[config.mk]
export PLATFORM = sky130hd
export DESIGN_NAME = pmcd_ctrl
export DESIGN_NICKNAME = d
export VERILOG_FILES = /design/src/hw/rtl/pmcd_pkg.sv /design/src/hw/rtl/pmcd_ctrl.sv
export SDC_FILE = /design/constraint.sdc
export NUM_CORES = 1
export LEC_CHECK = 0
export BUFFER_PORTS_ARGS = -buffer_cell sky130_fd_sc_hd__buf_4
export CORE_MARGIN = 8
export CORE_UTILIZATION = 54
export CTS_BUF_LIST = sky130_fd_sc_hd__clkbuf_4
export CTS_CLUSTER_DIAMETER = 50
export DETAILED_ROUTE_END_ITERATION = 10
export GPL_ROUTABILITY_DRIVEN = 0
export PLACE_DENSITY = 0.91
export SYNTH_ARGS = -nofsm -noshare
export SYNTH_HDL_FRONTEND = slang
export SYNTH_SLANG_ARGS = --single-unit
export TNS_END_PERCENT = 50
[constraint.sdc]
create_clock -name clk_i -period 3.5 [get_ports clk_i]
set_input_delay 0.7 -clock clk_i [delete_from_list [all_inputs] [get_ports clk_i]]
set_output_delay 0.7 -clock clk_i [all_outputs]
set_load 0.1 [all_outputs]
[src/hw/rtl/pmcd_pkg.sv]
`default_nettype none

package pmcd_pkg;

  // Map geometry
  localparam int MAP_WIDTH  = 1024;
  localparam int MAP_HEIGHT = 1024;
  localparam int COL_W      = $clog2(MAP_WIDTH);
  localparam int ROW_W      = $clog2(MAP_HEIGHT);
  localparam int ADDR_W     = ROW_W + COL_W;
  localparam int MEM_DEPTH  = MAP_HEIGHT << COL_W;
  localparam int MAX_DIM    = (MAP_WIDTH > MAP_HEIGHT) ? MAP_WIDTH : MAP_HEIGHT;

  // Field widths
  localparam int ACTION_W  = 2;
  localparam int COORD_W   = 16;
  localparam int CELL_W    = 8;
  localparam int DIST_W    = 16;
  localparam int IN_DATA_W = 4 * COORD_W + CELL_W;

  // Configuration registers
  localparam int SCALE_W    = 5;
  localparam int ORIGIN_W   = 15;
  localparam int LIMIT_W    = 11;
  localparam int CFG_IDX_W  = 2;
  localparam int CFG_DATA_W = 16;

  localparam logic [CFG_IDX_W-1:0] REG_SCALE  = 2'd0;
  localparam logic [CFG_IDX_W-1:0] REG_ORIGIN = 2'd1;
  localparam logic [CFG_IDX_W-1:0] REG_COLS   = 2'd2;
  localparam logic [CFG_IDX_W-1:0] REG_ROWS   = 2'd3;

  localparam logic [SCALE_W-1:0]  SCALE_RESET  = 5'd1;
  localparam logic [ORIGIN_W-1:0] ORIGIN_RESET = 15'd0;
  localparam logic [LIMIT_W-1:0]  LIMIT_RESET  = 11'd1024;

  // Divider
  localparam int DIV_W     = 16;
  localparam int DIV_CNT_W = $clog2(DIV_W);

  // Walk accumulators and final scaling
  localparam int WRONG_WAY_COST = 4;
  localparam int STEP_SHIFT     = $clog2(WRONG_WAY_COST);
  localparam int COST_W         = $clog2(WRONG_WAY_COST * MAX_DIM);
  localparam int STEP_W         = $clog2(MAX_DIM);
  localparam int PCOST_W        = COST_W + SCALE_W;
  localparam int PSTEP_W        = STEP_W + SCALE_W;
  localparam int SUM_W          = ((PCOST_W > DIST_W) ? PCOST_W : DIST_W) + 1;

  typedef enum logic [ACTION_W-1:0] {
    ACT_WRITE = 2'd0,
    ACT_BUMP  = 2'd1,
    ACT_VERT  = 2'd2,
    ACT_HORZ  = 2'd3
  } action_e;

  // Conversion slot: bit 0 selects row, bit 1 selects the second point
  localparam logic [1:0] SEL_COL_A = 2'd0;
  localparam logic [1:0] SEL_ROW_A = 2'd1;
  localparam logic [1:0] SEL_COL_B = 2'd2;
  localparam logic [1:0] SEL_ROW_B = 2'd3;

  typedef struct packed {
    logic       clear;
    logic       accept;
    logic       div_start;
    logic       div_store;
    logic [1:0] div_sel;
    logic       write_cell;
    logic       rect_init;
    logic       rect_rd;
    logic       rect_wr;
    logic       walk_init;
    logic       walk_step;
    logic       fin_mul;
    logic       fin_add;
    logic       load_out;
  } ctrl_cmd_t;

  typedef struct packed {
    action_e action;
    logic    clear_last;
    logic    div_done;
    logic    rect_empty;
    logic    rect_last;
    logic    same_cell;
    logic    at_end;
    logic    out_full;
  } ctrl_status_t;

endpackage

`default_nettype wire

[src/hw/rtl/pmcd_ctrl.sv]
`default_nettype none

module pmcd_ctrl (
  input  wire logic                    clk_i,
  input  wire logic                    rst_ni,
  input  wire logic                    in_valid_i,
  output logic                         in_ready_o,
  input  wire pmcd_pkg::ctrl_status_t  status_i,
  output pmcd_pkg::ctrl_cmd_t          cmd_o
);

  typedef enum logic [3:0] {
    ST_CLEAR,
    ST_IDLE,
    ST_DECODE,
    ST_WRITE,
    ST_DIV_START,
    ST_DIV_WAIT,
    ST_RECT_INIT,
    ST_RECT_RD,
    ST_RECT_WR,
    ST_WALK_INIT,
    ST_WALK,
    ST_WALK_DRAIN,
    ST_FIN_MUL,
    ST_FIN_ADD,
    ST_DONE
  } state_e;

  state_e     state_q;
  logic [1:0] sel_q;
  logic       ready_q;
  logic       accept;

  assign accept     = in_valid_i && ready_q;
  assign in_ready_o = ready_q;

  always_ff @(posedge clk_i or negedge rst_ni) begin
    if (!rst_ni) begin
      state_q <= ST_CLEAR;
      sel_q   <= '0;
      ready_q <= 1'b0;
    end else begin
      unique case (state_q)
        ST_CLEAR: begin
          if (status_i.clear_last) begin
            state_q <= ST_IDLE;
            ready_q <= 1'b1;
          end
        end
        ST_IDLE: begin
          if (accept) begin
            state_q <= ST_DECODE;
            ready_q <= 1'b0;
          end
        end
        ST_DECODE: begin
          sel_q <= pmcd_pkg::SEL_COL_A;
          if (status_i.action == pmcd_pkg::ACT_WRITE) begin
            state_q <= ST_WRITE;
          end else begin
            state_q <= ST_DIV_START;
          end
        end
        ST_WRITE:     state_q <= ST_DONE;
        ST_DIV_START: state_q <= ST_DIV_WAIT;
        ST_DIV_WAIT: begin
          if (status_i.div_done) begin
            if (sel_q == pmcd_pkg::SEL_ROW_B) begin
              if (status_i.action == pmcd_pkg::ACT_BUMP) begin
                state_q <= ST_RECT_INIT;
              end else begin
                state_q <= ST_WALK_INIT;
              end
            end else begin
              sel_q   <= sel_q + 1'b1;
              state_q <= ST_DIV_START;
            end
          end
        end
        ST_RECT_INIT: state_q <= status_i.rect_empty ? ST_DONE : ST_RECT_RD;
        ST_RECT_RD:   state_q <= ST_RECT_WR;
        ST_RECT_WR:   state_q <= status_i.rect_last ? ST_DONE : ST_RECT_RD;
        ST_WALK_INIT: state_q <= status_i.same_cell ? ST_FIN_MUL : ST_WALK;
        ST_WALK: begin
          if (status_i.at_end) begin
            state_q <= ST_WALK_DRAIN;
          end
        end
        ST_WALK_DRAIN: state_q <= ST_FIN_MUL;
        ST_FIN_MUL:    state_q <= ST_FIN_ADD;
        ST_FIN_ADD:    state_q <= ST_DONE;
        ST_DONE: begin
          if (!status_i.out_full) begin
            state_q <= ST_IDLE;
            ready_q <= 1'b1;
          end
        end
        default: state_q <= ST_CLEAR;
      endcase
    end
  end

  always_comb begin
    cmd_o            = '0;
    cmd_o.accept     = accept;
    cmd_o.div_sel    = sel_q;
    cmd_o.clear      = (state_q == ST_CLEAR);
    cmd_o.write_cell = (state_q == ST_WRITE);
    cmd_o.div_start  = (state_q == ST_DIV_START);
    cmd_o.div_store  = (state_q == ST_DIV_WAIT) && status_i.div_done;
    cmd_o.rect_init  = (state_q == ST_RECT_INIT);
    cmd_o.rect_rd    = (state_q == ST_RECT_RD);
    cmd_o.rect_wr    = (state_q == ST_RECT_WR);
    cmd_o.walk_init  = (state_q == ST_WALK_INIT);
    cmd_o.walk_step  = (state_q == ST_WALK);
    cmd_o.fin_mul    = (state_q == ST_FIN_MUL);
    cmd_o.fin_add    = (state_q == ST_FIN_ADD);
    cmd_o.load_out   = (state_q == ST_DONE) && !status_i.out_full;
  end

endmodule

`default_nettype wire

After elaboration in Yosys (flattened, before gate mapping)
Cells that the tools add are included.
{"block": "word_totals", "regBits": 7, "input_bits": 12, "out_inout_bits": 16, "word_cells": 57}
{"block": "classes", "addsub": 1, "n_eq_ne": 22, "muxes": 19, "n_reduce_logical": 12}
{"op": "$pmux W4 S14", "n": 1}
{"op": "$mux W4", "n": 9}
{"op": "$eq A4 B4 Y1 const B", "n": 7}
{"op": "$eq A4 B3 Y1 const B", "n": 4}
{"op": "$ne A2 B2 Y1 const B", "n": 6}
{"op": "$eq A4 B2 Y1 const B", "n": 2}
{"op": "$mux W3", "n": 2}
{"op": "$reduce_and A5 Y1", "n": 1}
{"op": "$eq A4 B1 Y1 const B", "n": 1}
{"op": "$logic_not A4 Y1", "n": 1}
{"op": "$mux W2", "n": 2}
{"op": "$pmux W2 S2", "n": 1}
{"op": "$reduce_and A4 Y1", "n": 1}
{"op": "$logic_and A1 B1 Y1", "n": 3}
{"op": "$mux W1", "n": 3}
{"op": "$pmux W1 S3", "n": 1}
{"op": "$reduce_and A3 Y1", "n": 1}
{"op": "$reduce_bool A3 Y1", "n": 1}
{"op": "$add A2 B1 Y2 const B", "n": 1}
{"op": "$eq A2 B1 Y1 const B", "n": 1}
{"op": "$eq A2 B2 Y1 const B", "n": 1}
{"op": "$logic_not A2 Y1", "n": 1}
{"op": "$reduce_bool A2 Y1", "n": 1}
{"op": "$reduce_or A2 Y1", "n": 1}
{"op": "$logic_not A1 Y1", "n": 1}

Logic depth before layout (Yosys ltp)
{"block": "depth", "word_depth": 5, "ltp_mapped": 6, "ltp_nobuf": 4}

Least setup slack after synthesis
No wires, ideal clock.
{"block": "synth_path", "kind": "reg-to-output", "start": "reg state_q[3]", "end": "out cmd_o[14] (netlist name)", "arrival_time_ns": 3.649, "t_required_ns": 2.800, "setup_slack_ns": -0.849, "stages_incl_launch_ff": 4, "path_buffers": 2, "path_cell_list": "dfrtp_1 buf_6 clkbuf_1 nor4_1"}
{"item": "start: declaration", "line_no": "pmcd_ctrl.sv:30", "text": "state_e state_q;"}
{"item": "start signal: assignment", "line_no": "pmcd_ctrl.sv:81", "text": "ST_RECT_INIT: state_q <= status_i.rect_empty ? ST_DONE : ST_RECT_RD;"}
{"item": "start signal: assignment", "line_no": "pmcd_ctrl.sv:83", "text": "ST_RECT_WR: state_q <= status_i.rect_last ? ST_DONE : ST_RECT_RD;"}
{"item": "start signal: assignment", "line_no": "pmcd_ctrl.sv:84", "text": "ST_WALK_INIT: state_q <= status_i.same_cell ? ST_FIN_MUL : ST_WALK;"}
{"item": "end: declaration", "line_no": "pmcd_ctrl.sv:9", "text": "output pmcd_pkg::ctrl_cmd_t cmd_o"}

==> key figures <==
Clocking
  • H-tree depth: 1
  • Hold buffer count at cts: 0
  • CTS Buffer Depth: 2
  • Post-CTS setup buffer count: 0
  • Clock sinks: 7
  • CTS-repair resized insts: 0
  • Skew-Pair Late Insertion Delay: 0.25 ns
  • Clk root buf: clkbuf_4
  • CTS buffer count: 3
  • Clock Pin Slew Worst Setup and Hold Paths: around 0.050 ns
  • CTS tree: built

Power
  • Sw Ratio: 20.49%
  • P_leak: approximately 0.4 nW
  • Power density cells: 189.7 nW/um^2
  • Gate power share: 9.9%
  • Clock power frac: about 45%
  • Seq pwr share: a little under half
  • NetSw: approximately 37 uW
  • Internal Power: 142.7 uW
  • Worst VDD drop: 258.4 uV

Route
  • Via/cell ratio: 6.206
  • WL final: 2127 um
  • Drt first pass iters: 4
  • Iter 0 DRT Violations: 23
  • Final ANT Viol Nets: 0
  • Via count: 813
  • Drt wl/cell: 16.24 um
  • DR DRC count: 0

Job
  • MaxCap Viol Count: 0

Synthesis
  • Top-count cell post-synth: nor2_1
  • Synth Warn #: 0
  • Dominant cells by area after synthesis: dfrtp_1 23%, buf_6 8.7%, nor3_1 5.2%, o21ai_0 4.5%, nor2_1 4.4%
  • Asr flop ratio synth: 100.0%
  • Seq/Total Area, Yosys: 22.62%
  • Netlist Area Pre-Place: roughly 770 um^2
  • Unique masters post-synth: 42
  • Syn avg cell area: 8.239 um^2
  • Most area-hungry cell type in the Yosys netlist: dfrtp_1
  • Mapped Cells: 94
  • Commonest cells in the netlist: 9 x nor2_1, 8 x nor3_1, 7 x dfrtp_1, 7 x o21ai_0
  • Synthesized Nets: 107
  • Synth Flop Type: dfrtp_1
  • Seq cells post-synth: 7
  • EDFF count, synth: 0
  • Share of the synthesized area in the top cell type: 22.62%

Status
  • Status: complete, no violations

STA
  • Setup_tns: 0 ns
  • Crit path time final: 2.582 ns
  • Fmax: about 390 MHz
  • Worst rel slew slack: 56.30%
  • Unrepaired setup endpoints after global routing: no
  • Clock Skew: ~0.00034 ns
  • # setup viols final: 0
  • Max Slew Vio Count: 0
  • Slew of the pin with the lowest slew margin: 0.6555 ns
  • Final Hold Viols: 0
  • Fin crit share: 73.77%

Die
  • Row Count: 13
  • Core area: 1318 um^2
  • Die ar.: 2902 um^2
  • Die height: 53.87 um
  • IO Count: 28
  • Initial cell density of the core: about three fifths
  • Chip Width: 53.87 um

Final layout
  • Fillers: 114
  • Area growth syn-to-layout: 22.13%
  • Layout cells sized above 1: 39.66%
  • Nets: 130
  • Final instance area: 945.9 um^2
  • Multi-input logic area: around 510 um^2
  • Sequential cell area: 175.2 um^2
  • N_diodes: 0

Global routing
  • Largest net degree at the start of global routing: 24
  • Initial antenna violation count: 0
  • Vias in the first global route: 743
  • Grt total ovfl: 0
  • First-pass GRT wire length: approximately 3400 um
  • Tot GR Track Use: 15.00%

Hold path
  • Hold crit path type: input pin to async pin

Placement
  • DP Wirelength: 1574 um
  • DP Area: 915.9 um^2
  • Port Buf Inserts: 27

Setup path
  • CP arrival: 1.88 ns
  • Worst setup SP type: register
  • Cell Chain, Critical Path: or2b_2 -> nor3_1 -> buf_4
  • Setup CP Type: register to primary output
  • Worst Path Required: 2.80 ns
  • CP Max Fanout: 23
  • Slowest cell on crit path: dfrtp_1
  • Critical Path Max Stage Delay: ~0.74 ns
  • CP Capture Type: primary output
  • Crit path max-delay family: flip-flops
  • CP Buf/Inv Count: 1
[power by group through the flow]
stage / combinational, mW / sequential (mW) / clock [mW]
floorplan: 0.00430 / 0.0824 / 0
global placement: 0.0170 / 0.0824 / 0
detailed placement: 0.0176 / 0.0824 / 0
CTS: 0.0178 / 0.0810 / 0.0822
global route: 0.0196 / 0.0810 / 0.0882
finish: 0.0178 / 0.0810 / 0.0806
[per-stage QoR]
stage	cells	utilization, %	worst slack [ns]	hold slack (ns)	power, mW
finish	131	71.79	0.9180	0.2480	0.1794
global route	131	71.79	0.7602	0.2358	0.1887
CTS	131	71.79	0.9424	0.2480	0.1811
detailed placement	127	69.52	1.217	0.5150	0.1000
global placement	127	69.52	1.250	0.5121	0.09945
floorplan	94	-	-0.06769	0.4044	0.08673
[sequential cells by signal, summed over array words and instances, names as in the netlist]
register    flops
in_ready_o      1
sel_q           2
state_q         4
[layout make-up]
class / count / area share (%)
clock buffers: 4 / 3.175
inverters: 2 / 0.7937
multi-input cells: 76 / 54.10
flip-flops and latches: 7 / 18.52
well taps: 15 / 1.984
repair buffers: 27 / 21.43
[per-layer routing]
layer  global-route usage, %  part of all wire [%]  vias up
li1                        -                     -      391
met1                   17.82                    39      364
met2                   24.13                    46       54
met3                   5.785                    13        4
met4                   5.042                   1.1        0
met5                       0                     0        -
[final timing paths]
check	to	start	cells past startpoint	slack [ns]
max in group asynchronous	state_q[1]	rst_ni	1	3.14
worst min register to register	sel_q[1]	sel_q[1]	2	0.58
worst max-delay path	cmd_o[5]	state_q[3]	3	0.92
min in group clk_i	sel_q[1]	sel_q[1]	2	0.58
worst max register to register	state_q[2]	state_q[2]	4	1.41
worst min-delay path	sel_q[1]	rst_ni	1	0.25
[logic make-up after synthesis]
| group | synth area share (%) |
|---|---|
| and+or+nand+nor | 36.68 |
| AOI/OAI and AO/OA | 25.53 |
| DFF | 22.62 |
| adders and majority gates | 1.615 |
| muxes | 1.454 |
| buffers and inverters | 12.12 |
[layout by cell type (no fill, tap or decap), types with 2 or more instances in the layout]
| cell | n |
|---|---|
| dfrtp_1 | 7 |
| a21oi_1 | 2 |
| or2b_2 | 2 |
| and2b_2 | 2 |
| nand2b_1 | 2 |
| o21bai_1 | 2 |
| clkbuf_4 | 4 |
| nor2b_1 | 5 |
| nor2_1 | 9 |
| a31oi_1 | 2 |
| nand2_1 | 6 |
| o31ai_1 | 4 |
| nor3_1 | 8 |
| o21ai_0 | 7 |
| buf_4 | 27 |
| inv_1 | 2 |
Note: power is estimated with default switching activity, not from simulation.
